File: config.mk
export PLATFORM = sky130hd
export DESIGN_NAME = i2c_register_access_master
export DESIGN_NICKNAME = d
export VERILOG_FILES = /design/src/sv/i2cm_pkg.sv /design/src/sv/i2cm_front.sv /design/src/sv/i2cm_back.sv /design/src/sv/i2c_register_access_master.sv
export SDC_FILE = /design/constraint.sdc
export NUM_CORES = 1
export LEC_CHECK = 0
export BUFFER_PORTS_ARGS = -buffer_cell sky130_fd_sc_hd__buf_2
export CAP_MARGIN = 15
export CORE_ASPECT_RATIO = 1.4
export CORE_MARGIN = 2
export CORE_UTILIZATION = 60
export DETAILED_ROUTE_END_ITERATION = 16
export PLACE_DENSITY = 0.83
export SETUP_SLACK_MARGIN = 0.1
export SYNTH_ARGS = -nofsm -noshare
export SYNTH_HDL_FRONTEND = slang
export SYNTH_SLANG_ARGS = --single-unit
File: constraint.sdc
create_clock -name clk_i -period 5.43 [get_ports clk_i]
set_input_delay 0.543 -clock clk_i [delete_from_list [all_inputs] [get_ports clk_i]]
set_output_delay 0.543 -clock clk_i [all_outputs]
set_load 0.01 [all_outputs]
File: src/sv/i2cm_pkg.sv
// ----------------------------------------------------------------------------
// i2cm_pkg
// shared types and constants of the i2c register access master
// ----------------------------------------------------------------------------
`default_nettype none

package i2cm_pkg;

  localparam int unsigned PHASE_WIDTH       = 16;
  localparam int unsigned CFG_WIDTH         = 16;
  localparam int unsigned QUEUE_DEPTH       = 2;
  localparam logic [15:0] PHASE_TICKS_RESET = 16'd50;

  localparam logic CMD_WRITE = 1'b0;
  localparam logic CMD_READ  = 1'b1;

  typedef enum logic [3:0] {
    SEQ_IDLE     = 4'd0,
    SEQ_START    = 4'd1,
    SEQ_SLAVE    = 4'd2,
    SEQ_REG      = 4'd3,
    SEQ_DATA     = 4'd4,
    SEQ_RESTART  = 4'd5,
    SEQ_SLAVE_RD = 4'd6,
    SEQ_READ     = 4'd7,
    SEQ_STOP     = 4'd8
  } seq_e;

  // one tick of bus activity as seen by the back end
  typedef struct packed {
    logic       start_req;
    logic       cmd;
    logic [7:0] slave_byte;
    logic [7:0] reg_addr;
    logic [7:0] write_data;
    logic       sda_in;
  } item_t;

  typedef struct packed {
    logic       scl_out;
    logic       sda_out;
    logic       busy_res;
    logic       done_res;
    logic       error;
    logic [7:0] read_data;
  } res_t;

  // queue side of the front to back link
  typedef struct packed {
    logic  valid;
    item_t item;
  } q_head_t;

endpackage

`default_nettype wire

File: src/sv/i2cm_front.sv
// ----------------------------------------------------------------------------
// i2cm_front
// input side: takes tick transfers and holds them in a short queue
// ----------------------------------------------------------------------------
`default_nettype none

module i2cm_front #(
  parameter int unsigned QueueDepth = i2cm_pkg::QUEUE_DEPTH
) (
  input  wire logic            clk_i,
  input  wire logic            rst_ni,
  input  wire logic            in_valid_i,
  output logic                 in_ready_o,
  input  wire i2cm_pkg::item_t in_item_i,
  output i2cm_pkg::q_head_t    head_o,
  input  wire logic            pop_i
);

  localparam int unsigned PtrW = (QueueDepth > 1) ? $clog2(QueueDepth) : 1;
  localparam int unsigned CntW = $clog2(QueueDepth + 1);

  i2cm_pkg::item_t mem_q [QueueDepth];
  logic [PtrW-1:0] wr_ptr_q, wr_ptr_d;
  logic [PtrW-1:0] rd_ptr_q, rd_ptr_d;
  logic [CntW-1:0] cnt_q, cnt_d;
  logic            push;
  logic            pop;

  assign in_ready_o = (cnt_q < CntW'(QueueDepth));
  assign push       = in_valid_i && in_ready_o;
  assign pop        = pop_i && (cnt_q != '0);

  assign head_o.valid = (cnt_q != '0);
  assign head_o.item  = mem_q[rd_ptr_q];

  always_comb begin
    wr_ptr_d = wr_ptr_q;
    rd_ptr_d = rd_ptr_q;
    cnt_d    = cnt_q;
    if (push) begin
      wr_ptr_d = (wr_ptr_q == PtrW'(QueueDepth - 1)) ? '0 : wr_ptr_q + 1'b1;
    end
    if (pop) begin
      rd_ptr_d = (rd_ptr_q == PtrW'(QueueDepth - 1)) ? '0 : rd_ptr_q + 1'b1;
    end
    if (push && !pop) begin
      cnt_d = cnt_q + 1'b1;
    end else if (pop && !push) begin
      cnt_d = cnt_q - 1'b1;
    end
  end

  always_ff @(posedge clk_i or negedge rst_ni) begin
    if (!rst_ni) begin
      wr_ptr_q <= '0;
      rd_ptr_q <= '0;
      cnt_q    <= '0;
    end else begin
      wr_ptr_q <= wr_ptr_d;
      rd_ptr_q <= rd_ptr_d;
      cnt_q    <= cnt_d;
    end
  end

  always_ff @(posedge clk_i) begin
    if (push) begin
      mem_q[wr_ptr_q] <= in_item_i;
    end
  end

endmodule

`default_nettype wire

File: src/sv/i2cm_back.sv
// ----------------------------------------------------------------------------
// i2cm_back
// bus sequencer: phase timer, byte shifter and the result register
// ----------------------------------------------------------------------------
`default_nettype none

module i2cm_back #(
  parameter int unsigned PhaseWidth = i2cm_pkg::PHASE_WIDTH
) (
  input  wire logic                              clk_i,
  input  wire logic                              rst_ni,
  input  wire logic [i2cm_pkg::CFG_WIDTH-1:0]    phase_ticks_i,
  input  wire i2cm_pkg::q_head_t                 head_i,
  output logic                                   pop_o,
  output logic                                   out_valid_o,
  input  wire logic                              out_ready_i,
  output i2cm_pkg::res_t                         res_o
);

  localparam int unsigned LimW =
    (PhaseWidth > i2cm_pkg::CFG_WIDTH) ? PhaseWidth : i2cm_pkg::CFG_WIDTH;

  i2cm_pkg::seq_e        step_q, step_d;
  logic [1:0]            sub_q, sub_d;
  logic [PhaseWidth-1:0] cnt_q, cnt_d, cnt_inc;
  logic [3:0]            bit_q, bit_d;
  logic [7:0]            shift_q, shift_d, shift_v;
  logic                  cmd_q, cmd_d;
  logic [7:0]            slave_q, slave_d;
  logic [7:0]            reg_q, reg_d;
  logic [7:0]            data_q, data_d;
  logic                  err_q, err_d;
  logic [7:0]            rdata_q, rdata_d;
  logic                  ack_q, ack_d, ack_v;
  logic                  done_d;
  logic                  phase_end;
  logic [LimW-1:0]       lim;
  logic [LimW-1:0]       cfg_ext;
  logic [LimW-1:0]       mask_ext;
  logic                  scl_d, sdo_d;
  logic                  out_valid_q;
  i2cm_pkg::res_t        res_q;
  i2cm_pkg::item_t       it;

  assign it          = head_i.item;
  assign pop_o       = head_i.valid && (!out_valid_q || out_ready_i);
  assign out_valid_o = out_valid_q;
  assign res_o       = res_q;

  // phase length: zero acts as one, saturated to the counter range
  assign cfg_ext  = LimW'(phase_ticks_i);
  assign mask_ext = LimW'({PhaseWidth{1'b1}});
  always_comb begin
    lim = cfg_ext;
    if (lim == '0) begin
      lim = LimW'(1);
    end
    if (lim > mask_ext) begin
      lim = mask_ext;
    end
  end

  // next state
  always_comb begin
    step_d    = step_q;
    sub_d     = sub_q;
    cnt_d     = cnt_q;
    bit_d     = bit_q;
    shift_d   = shift_q;
    cmd_d     = cmd_q;
    slave_d   = slave_q;
    reg_d     = reg_q;
    data_d    = data_q;
    err_d     = err_q;
    rdata_d   = rdata_q;
    ack_d     = ack_q;
    done_d    = 1'b0;
    phase_end = 1'b0;
    shift_v   = shift_q;
    ack_v     = ack_q;
    cnt_inc   = cnt_q + 1'b1;

    if (step_q == i2cm_pkg::SEQ_IDLE) begin
      if (it.start_req) begin
        cmd_d   = it.cmd;
        slave_d = it.slave_byte;
        reg_d   = it.reg_addr;
        data_d  = it.write_data;
        step_d  = i2cm_pkg::SEQ_START;
        sub_d   = '0;
        cnt_d   = '0;
        bit_d   = '0;
        shift_d = '0;
        ack_d   = 1'b0;
        err_d   = 1'b1;
      end
    end else if (LimW'(cnt_inc) >= lim) begin
      cnt_d     = '0;
      phase_end = 1'b1;
    end else begin
      cnt_d = cnt_inc;
    end

    if (phase_end) begin
      unique case (step_q)
        i2cm_pkg::SEQ_START, i2cm_pkg::SEQ_RESTART: begin
          if (sub_q < 2'd2) begin
            sub_d = sub_q + 1'b1;
          end else begin
            sub_d = '0;
            bit_d = '0;
            ack_d = 1'b0;
            if (step_q == i2cm_pkg::SEQ_START) begin
              shift_d = slave_q;
              step_d  = i2cm_pkg::SEQ_SLAVE;
            end else begin
              shift_d = slave_q + 8'd1;
              step_d  = i2cm_pkg::SEQ_SLAVE_RD;
            end
          end
        end
        i2cm_pkg::SEQ_SLAVE, i2cm_pkg::SEQ_REG, i2cm_pkg::SEQ_DATA,
        i2cm_pkg::SEQ_SLAVE_RD, i2cm_pkg::SEQ_READ: begin
          if (sub_q == 2'd1) begin
            if (step_q == i2cm_pkg::SEQ_READ) begin
              if (bit_q < 4'd8) begin
                shift_v = {shift_q[6:0], it.sda_in};
              end
            end else if (bit_q == 4'd8) begin
              ack_v = it.sda_in;
            end
          end
          ack_d   = ack_v;
          shift_d = shift_v;
          if (sub_q < 2'd2) begin
            sub_d = sub_q + 1'b1;
          end else begin
            sub_d = '0;
            if (bit_q < 4'd8) begin
              if (step_q != i2cm_pkg::SEQ_READ) begin
                shift_d = {shift_v[6:0], 1'b0};
              end
              bit_d = bit_q + 1'b1;
            end else begin
              bit_d = '0;
              if (step_q != i2cm_pkg::SEQ_READ && ack_v) begin
                step_d = i2cm_pkg::SEQ_STOP;
              end else begin
                unique case (step_q)
                  i2cm_pkg::SEQ_SLAVE: begin
                    step_d  = i2cm_pkg::SEQ_REG;
                    shift_d = reg_q;
                  end
                  i2cm_pkg::SEQ_REG: begin
                    if (cmd_q == i2cm_pkg::CMD_READ) begin
                      step_d = i2cm_pkg::SEQ_RESTART;
                    end else begin
                      step_d  = i2cm_pkg::SEQ_DATA;
                      shift_d = data_q;
                    end
                  end
                  i2cm_pkg::SEQ_SLAVE_RD: begin
                    step_d  = i2cm_pkg::SEQ_READ;
                    shift_d = '0;
                  end
                  default: begin
                    err_d  = 1'b0;
                    step_d = i2cm_pkg::SEQ_STOP;
                  end
                endcase
              end
            end
          end
        end
        i2cm_pkg::SEQ_STOP: begin
          if (sub_q < 2'd3) begin
            sub_d = sub_q + 1'b1;
          end else begin
            done_d = 1'b1;
            if (cmd_q == i2cm_pkg::CMD_READ) begin
              rdata_d = err_q ? 8'd0 : shift_q;
            end
            step_d = i2cm_pkg::SEQ_IDLE;
            sub_d  = '0;
          end
        end
        default: begin
          step_d = i2cm_pkg::SEQ_IDLE;
          sub_d  = '0;
        end
      endcase
    end
  end

  // bus levels after this tick
  always_comb begin
    scl_d = 1'b1;
    sdo_d = 1'b1;
    unique case (step_d)
      i2cm_pkg::SEQ_START, i2cm_pkg::SEQ_RESTART: begin
        scl_d = (sub_d < 2'd2);
        sdo_d = (sub_d == 2'd0);
      end
      i2cm_pkg::SEQ_SLAVE, i2cm_pkg::SEQ_REG, i2cm_pkg::SEQ_DATA,
      i2cm_pkg::SEQ_SLAVE_RD, i2cm_pkg::SEQ_READ: begin
        scl_d = (sub_d == 2'd1);
        sdo_d = (step_d == i2cm_pkg::SEQ_READ || bit_d >= 4'd8) ? 1'b1 : shift_d[7];
      end
      i2cm_pkg::SEQ_STOP: begin
        scl_d = (sub_d >= 2'd2);
        sdo_d = (sub_d == 2'd0 || sub_d == 2'd3);
      end
      default: begin
        scl_d = 1'b1;
        sdo_d = 1'b1;
      end
    endcase
  end

  always_ff @(posedge clk_i or negedge rst_ni) begin
    if (!rst_ni) begin
      step_q      <= i2cm_pkg::SEQ_IDLE;
      sub_q       <= '0;
      cnt_q       <= '0;
      bit_q       <= '0;
      shift_q     <= '0;
      cmd_q       <= 1'b0;
      slave_q     <= '0;
      reg_q       <= '0;
      data_q      <= '0;
      err_q       <= 1'b0;
      rdata_q     <= '0;
      ack_q       <= 1'b0;
      out_valid_q <= 1'b0;
    end else begin
      if (pop_o) begin
        step_q  <= step_d;
        sub_q   <= sub_d;
        cnt_q   <= cnt_d;
        bit_q   <= bit_d;
        shift_q <= shift_d;
        cmd_q   <= cmd_d;
        slave_q <= slave_d;
        reg_q   <= reg_d;
        data_q  <= data_d;
        err_q   <= err_d;
        rdata_q <= rdata_d;
        ack_q   <= ack_d;
      end
      if (pop_o) begin
        out_valid_q <= 1'b1;
      end else if (out_ready_i) begin
        out_valid_q <= 1'b0;
      end
    end
  end

  always_ff @(posedge clk_i) begin
    if (pop_o) begin
      res_q.scl_out   <= scl_d;
      res_q.sda_out   <= sdo_d;
      res_q.busy_res  <= (step_d != i2cm_pkg::SEQ_IDLE);
      res_q.done_res  <= done_d;
      res_q.error     <= err_d;
      res_q.read_data <= rdata_d;
    end
  end

endmodule

`default_nettype wire

File: src/sv/i2c_register_access_master.sv
// ----------------------------------------------------------------------------
// i2c_register_access_master
// bit-level i2c master for single register writes and reads
//
// channel  direction  transfer   payload
// in       input      one tick   start_req, cmd, slave_byte, reg_addr,
//                                write_data, sda_in
// out      output     one tick   scl_out, sda_out, busy_res, done_res,
//                                error, read_data
// cfg      input      write      phase_ticks (no handshake)
//
// one tick transfer per cycle sustained while the out channel is not stalled;
// a tick waits in the queue, is written to the result register when the
// sequencer pops it, and its result is then offered on the out channel
// the queue holds QueueDepth ticks, so input and output stall independently
// reset clears the sequencer to idle and phase_ticks to 50
// ----------------------------------------------------------------------------
`default_nettype none

module i2c_register_access_master #(
  parameter int unsigned PhaseWidth = i2cm_pkg::PHASE_WIDTH,
  parameter int unsigned QueueDepth = i2cm_pkg::QUEUE_DEPTH
) (
  input  wire logic                           clk_i,
  input  wire logic                           rst_ni,
  input  wire logic                           cfg_we_i,
  input  wire logic [i2cm_pkg::CFG_WIDTH-1:0] cfg_wdata_i,
  input  wire logic                           in_valid_i,
  output logic                                in_ready_o,
  input  wire logic                           start_req_i,
  input  wire logic                           cmd_i,
  input  wire logic [7:0]                     slave_byte_i,
  input  wire logic [7:0]                     reg_addr_i,
  input  wire logic [7:0]                     write_data_i,
  input  wire logic                           sda_in_i,
  output logic                                out_valid_o,
  input  wire logic                           out_ready_i,
  output logic                                scl_out_o,
  output logic                                sda_out_o,
  output logic                                busy_res_o,
  output logic                                done_res_o,
  output logic                                error_o,
  output logic [7:0]                          read_data_o
);

  logic [i2cm_pkg::CFG_WIDTH-1:0] phase_ticks_q;
  i2cm_pkg::item_t                in_item;
  i2cm_pkg::q_head_t              head;
  i2cm_pkg::res_t                 res;
  logic                           pop;

  always_ff @(posedge clk_i or negedge rst_ni) begin
    if (!rst_ni) begin
      phase_ticks_q <= i2cm_pkg::PHASE_TICKS_RESET;
    end else if (cfg_we_i) begin
      phase_ticks_q <= cfg_wdata_i;
    end
  end

  always_comb begin
    in_item.start_req  = start_req_i;
    in_item.cmd        = cmd_i;
    in_item.slave_byte = slave_byte_i;
    in_item.reg_addr   = reg_addr_i;
    in_item.write_data = write_data_i;
    in_item.sda_in     = sda_in_i;
  end

  i2cm_front #(
    .QueueDepth (QueueDepth)
  ) u_front (
    .clk_i      (clk_i),
    .rst_ni     (rst_ni),
    .in_valid_i (in_valid_i),
    .in_ready_o (in_ready_o),
    .in_item_i  (in_item),
    .head_o     (head),
    .pop_i      (pop)
  );

  i2cm_back #(
    .PhaseWidth (PhaseWidth)
  ) u_back (
    .clk_i         (clk_i),
    .rst_ni        (rst_ni),
    .phase_ticks_i (phase_ticks_q),
    .head_i        (head),
    .pop_o         (pop),
    .out_valid_o   (out_valid_o),
    .out_ready_i   (out_ready_i),
    .res_o         (res)
  );

  assign scl_out_o   = res.scl_out;
  assign sda_out_o   = res.sda_out;
  assign busy_res_o  = res.busy_res;
  assign done_res_o  = res.done_res;
  assign error_o     = res.error;
  assign read_data_o = res.read_data;

endmodule

`default_nettype wire

==> impl_metrics.json, run 1 <==
{
  "outcome": "finished, final reports clean",
  "nets": 875,
  "grt_pass1_vias": 5805,
  "worst-endpoint-arrival_ns": 4.98,
  "wl_per_cell_um": 17.3,
  "yosysTopAreaCellShare_pct": 27.9,
  "clkSinkCount": 157,
  "syn_to_final_growth_pct": 12.4,
  "drc": 0,
  "critPathSlowestCell": "o21ai_0",
  "synth_fa_ha_area_share_pct": 4.33,
  "yosys-top-cells-area": "dfrtp_1, edfxtp_1, o21ai_0, ha_1, nand2_1",
  "cts_root_buf": "clkbuf_16",
  "ys_types": 63,
  "portBuffers": 62,
  "tightestPinTransition_ns": 1.11,
  "syn_inst": 748,
  "globalplace.congestion": 0.960,
  "setup_tns_ns": 0,
  "maxCapViolCount": 0,
  "dr.pass1.iters": 5,
  "gr-total-overflow": 0,
  "holdBufCountCts": 0,
  "viasPerCell": 6.06,
  "yosys.area_share.xor_xnor_pct": 2.80,
  "power_density_mw_per_mm2": 446,
  "fp-row-count": 49,
  "fmax_ghz": 0.208,
  "cts_htree_levels": 4,
  "num_vias": 5857,
  "layout-drive-gt1-share_pct": 15.1,
  "syn_area_mm2": 0.00781,
  "yosysSeqAreaShare_pct": 54.7,
  "core-area_mm2": 0.0128,
  "slowest_delay_ns": 0.47,
  "utilization_pct": 68.8,
  "drt_iter0_markers": 404,
  "grt_max_degree": 54,
  "grt_usage_pct": 25.3,
  "cp.required_ns": 5.61,
  "slew_headroom_pct": 25.8,
  "synth_top_flop_cell": "dfrtp_1",
  "slew_viol_final": 0,
  "cts_setup_buffers": 0,
  "synthTopCellsByCount": "nand2_1, dfrtp_1, o21ai_0",
  "synth_nets": 823,
  "min_path_type": "input pin to asynchronous set/reset pin",
  "yosys_warnings": 0,
  "cp_top_family": "simple AND/OR/NAND/NOR gates",
  "drt.antenna.violating_nets": 0,
  "die-area_mm2": 0.0140,
  "synth_top_area_cell": "dfrtp_1",
  "period_needed_ns": 4.80,
  "cts_max_path_buffers": 2,
  "initial_utilization_pct": 61.2,
  "yosys.area_share.simple_pct": 14.2,
  "cts-resized-gates": 0,
  "crit_chain": "and3_1 > nand3_1 > nor2_1 > and3_1 > and3_1 > nand3_1 > xnor2_1 > ha_1 > nand2_1 > o21ai_0 > o21a_2 > mux2i_1 > nor2_1 > inv_1 > ha_1 > nor4_1 > o21ai_0 > a32o_1",
  "cellLeakagePower_nw": 3.69,
  "setup.worst_path.end_class": "register",
  "clk_pin_slew_ns": 0.07,
  "cts_tree": "yes",
  "post-dp-hpwl_um": 11900,
  "synth.area.mux_share_pct": 5.16,
  "ir_worst_vdd_v": 0.000279,
  "syn_avg_cell_area_um2": 10.4,
  "grt_pass1_wl_um": 27800,
  "async_flop_share_pct": 57.3,
  "synth_compound_area_share_pct": 15.4,
  "finalHoldViolCount": 0,
  "worstSetupPathType": "register to register",
  "fin_skew_ns": 0.0144,
  "clk_latency_ns": 0.43,
  "routed_wl_um": 16700,
  "cts_buffers": 17,
  "antenna_found_initial": 0,
  "final.period_utilization_pct": 88.4,
  "rsz0062_at_grt": "no",
  "die_y_um": 139,
  "pin_count": 63,
  "diodes": 0,
  "synth.most_common_cell": "nand2_1",
  "start_kind": "register",
  "ys_seq_elements": 157,
  "crit_path_max_fanout": 15,
  "path_common_cell": "and3_1",
  "finalSetupViolations": 0,
  "die_x_um": 100,
  "synth_enable_flop_cells": 67,
  "crit_buf_inv": 1,
  "synth_top_family_by_area": "compound AO/OA/AOI/OAI gates"
}
[path summary, 6_finish.rpt]
check | to | depth (start not counted) | slack (ns) | from
hold reg to reg | u_back.rdata_q[2] | 2 | 0.48 | u_back.rdata_q[2]
setup / recovery | u_back.res_o[11] | 18 | 0.63 | u_back.cnt_q[0]
max in group asynchronous | u_back.data_q[3] | 2 | 4.34 | rst_ni
setup reg to reg | u_back.res_o[11] | 18 | 0.63 | u_back.cnt_q[0]
hold / removal | phase_ticks_q[3] | 1 | 0.06 | rst_ni
min in group clk_i | u_front.mem_q[0][13] | 1 | 0.30 | reg_addr_i[4]
[power breakdown]
part	switching (mW)	leakage [nW]	total [mW]	internal (mW)
registers	0.185	1.74	1.70	1.51
clock network	0.488	0.255	1.08	0.591
logic	0.728	1.69	1.14	0.410
total	1.40	3.69	3.92	2.51
[registers in the layout, indices dropped and copies added, names as in the netlist, 8 cells and up]
signal and flops:
u_front.mem_q 54, u_back.reg_q 8, u_back.rdata_q 8, u_back.res_o 13
u_back.slave_q 8, u_back.data_q 8, u_back.cnt_q 16, phase_ticks_q 16
u_back.shift_q 8
[cell usage in the layout (no fill, tap or decap), drive strengths merged, types with 13 or more instances in the layout]
cell type	n
inv	32
buf	69
clkbuf	19
xor2	14
nor2	67
edfxtp	67
a22o	13
ha	27
dfrtp	87
o21ai	79
mux2i	32
nand3	18
a21oi	55
nand2	88
[final cells by class]
type                    count  area [um2]
repair buffers             70         390
inverters                  28         105
clock inverters            14         113
multi-input cells         526        3280
fillers                   971        3980
clock buffers              18         429
flip-flops and latches    157        4270
well taps                 153         191
[metal layers]
metal  vias to the layer above  routed length, um  part of all wire [%]  GRT usage [%]
met2                       166               8840                    53           44.3
met4                         0                621                   3.7           11.7
met5                         -                  0                     0              0
li1                       2808                  -                     -              -
met3                        43                622                   3.7           4.39
met1                      2840               6600                    40           29.8
[through the flow]
| step | setup slack [ns] | std cells | hold slack [ns] | cell area [um2] | power (mW) |
|---|---|---|---|---|---|
| 2_1_floorplan | 1.27 | 748 | 0.247 | 7810 | 2.49 |
| 3_3_place_gp | 0.779 | 933 | 0.461 | 8210 | 2.77 |
| 3_5_place_dp | 0.532 | 933 | 0.474 | 8210 | 2.83 |
| 4_1_cts | 0.539 | 965 | 0.0812 | 8750 | 3.92 |
| 5_1_grt | 0.148 | 966 | 0.0961 | 8780 | 4.14 |
| 6_report | 0.630 | 966 | 0.0608 | 8780 | 3.92 |
[cell families (layout without fill, tap and decap cells)]
kind of cell             after synthesis  after routing
AO/OA/AOI/OAI                        196            196
AND/OR/NAND/NOR                      239            239
buffers and inverters                 65            130
adder cells (fa/ha/maj)               27             27
multiplexers                          39             39
flip-flops                           157            157
XOR/XNOR                              25             25
No activity file was read; power rests on OpenSTA's default activity.
==> run 2: changes to the inputs <==
REMOVE_ABC_BUFFERS = 1   (was not set)
==> run 2 against run 1 <==
Flip-flop and latch count unchanged. Combinational power about the same. Global-route usage decreased by 0.34 points. Clock power increased by 5%. Die area unchanged. Sequential share of layout area decreased by 0.41 points. Highest routed layer unchanged. Design area increased by 0.84%. Clock skew decreased by 0.0071 ns. Worst hold slack improved by 0.25 ns. Fmax decreased by 0.38%. Worst setup slack got worse by 0.018 ns. Largest cell class unchanged. Cell count increased by 0.31%.
==> impl_metrics.json, run 2 (same netlist as run 1, synthesis figures left out) <==
{
  "outcome": "finished, final reports clean",
  "intPower_mw": 2.55,
  "final_common_cell": "nand2_1",
  "nets": 878,
  "largest_reg_flops": 54,
  "slowest_delay_ns": 0.47,
  "syn_to_final_growth_pct": 13.4,
  "finalHoldViolCount": 0,
  "setup.worst_path.end_class": "register",
  "die-area_mm2": 0.0140,
  "layout-drive-gt1-share_pct": 15.4,
  "cts_buffers": 17,
  "post-dp-hpwl_um": 11800,
  "fmax_ghz": 0.208,
  "grt_max_degree": 91,
  "diodes": 0,
  "cts_root_buf": "clkbuf_16",
  "clkSinkCount": 157,
  "portBuffers": 62,
  "slew_headroom_pct": 33.8,
  "pin_count": 63,
  "dr.pass1.iters": 5,
  "die_y_um": 139,
  "antenna_found_initial": 0,
  "num_vias": 5886,
  "final.period_utilization_pct": 88.7,
  "maxCapViolCount": 0,
  "cts_max_path_buffers": 2,
  "fin_skew_ns": 0.00725,
  "start_kind": "register",
  "power_density_mw_per_mm2": 450,
  "critPathSlowestCell": "o21ai_0",
  "largest_register": "u_front.mem_q",
  "min_path_type": "input pin to register",
  "globalplace.congestion": 0.910,
  "core-area_mm2": 0.0128,
  "slew_viol_final": 0,
  "drt.antenna.violating_nets": 0,
  "clk_latency_ns": 0.42,
  "cts_htree_levels": 4,
  "fin_total_pwr_mw": 3.98,
  "drc": 0,
  "seqPwrFrac_pct": 42.7,
  "crit_chain": "and3_1 > nand3_1 > nor2_1 > and3_1 > and3_1 > nand3_1 > xnor2_1 > ha_1 > nand2_1 > o21ai_0 > o21a_2 > mux2i_1 > nor2_1 > inv_1 > ha_1 > nor4_1 > o21ai_0 > a32o_1",
  "utilization_pct": 69.4,
  "initial_utilization_pct": 61.2,
  "clk_pin_slew_ns": 0.07,
  "wl_per_cell_um": 17.3,
  "tightestPinTransition_ns": 0.980,
  "reg_top3": "u_front.mem_q x54, phase_ticks_q x16, u_back.cnt_q x16",
  "finalSetupViolations": 0,
  "cp.required_ns": 5.60,
  "crit_path_max_fanout": 15,
  "setup_tns_ns": 0,
  "ir_worst_vdd_v": 0.000276,
  "path_common_cell": "and3_1",
  "most-common-layout-cells": "nand2_1, dfrtp_1, o21ai_0, edfxtp_1, nor2_1",
  "period_needed_ns": 4.82,
  "grt_usage_pct": 24.9,
  "grt_pass1_vias": 5894,
  "routed_wl_um": 16800,
  "p_sw_share_pct": 36.0,
  "drt_iter0_markers": 533,
  "pwr-share-clk_pct": 28.5,
  "fp-row-count": 49,
  "p_sw_mw": 1.43,
  "gr-total-overflow": 0,
  "cts_setup_buffers": 0,
  "cts_tree": "yes",
  "rsz0062_at_grt": "no",
  "power.share.combinational_pct": 28.9,
  "grt_pass1_wl_um": 27600,
  "worst-endpoint-arrival_ns": 4.99,
  "die_x_um": 100,
  "worstSetupPathType": "register to register",
  "cellLeakagePower_nw": 3.74,
  "viasPerCell": 6.07
}
run 2: final cells by class:
type	count	area, um2
flip-flops and latches	157	4270
fillers	950	3900
multi-input cells	526	3280
repair buffers	73	438
clock buffers	17	425
well taps	153	191
clock inverters	15	143
inverters	28	105
run 2: stage by stage:
stage               hold slack (ns)  area [um2]  setup slack (ns)  cells
floorplan                     0.247        7640              1.24    711
global placement              0.462        8200             0.793    932
detailed placement            0.470        8210             0.537    933
CTS                           0.298        8780             0.476    965
global route                  0.296        8850             0.251    969
finish                        0.309        8850             0.612    969
run 2: final timing paths:
check                                       start                    to  slack, ns  cells past startpoint
max in group asynchronous                  rst_ni      phase_ticks_q[5]       4.26                      3
worst min register to register  u_back.rdata_q[1]     u_back.rdata_q[1]       0.48                      2
worst max register to register    u_back.cnt_q[0]      u_back.res_o[11]       0.61                     18
min in group asynchronous                  rst_ni      u_back.cnt_q[12]       0.53                      2
worst min-delay path                reg_addr_i[1]  u_front.mem_q[0][10]       0.31                      1
worst max-delay path              u_back.cnt_q[0]      u_back.res_o[11]       0.61                     18
run 2: critical path, delay by kind of cell, from the launching register on:
family                   cells  cell delay [ns]
AO/OA/AOI/OAI                4             1.27
XOR/XNOR                     1             0.15
adder cells (fa/ha/maj)      2             0.62
buffers and inverters        1             0.12
flip-flops                   1             0.44
multiplexers                 1             0.13
AND/OR/NAND/NOR              9             1.84
run 2: power by group through the flow:
stage | logic, mW | registers, mW | clock network [mW]
3_3_place_gp | 1.06 | 1.70 | 0
3_5_place_dp | 1.11 | 1.72 | 0
5_1_grt | 1.28 | 1.73 | 1.21
6_report | 1.15 | 1.70 | 1.13
4_1_cts | 1.12 | 1.70 | 1.15
2_1_floorplan | 0.727 | 1.72 | 0
run 2: timing repair:
item / in CTS / in global routing
endpoints found under the setup margin: 0 / 1
hold buffers: 0 / 1
hold endpoints to repair: 0 / 15
gates resized for setup: 0 / 1
run 2: layer usage:
metal	global-route usage (%)	up-vias	routed length (um)
li1	-	2821	-
met1	29.3	2811	6660
met2	44.6	204	8930
met3	3.58	50	637
met4	10.9	0	524
met5	0	-	0
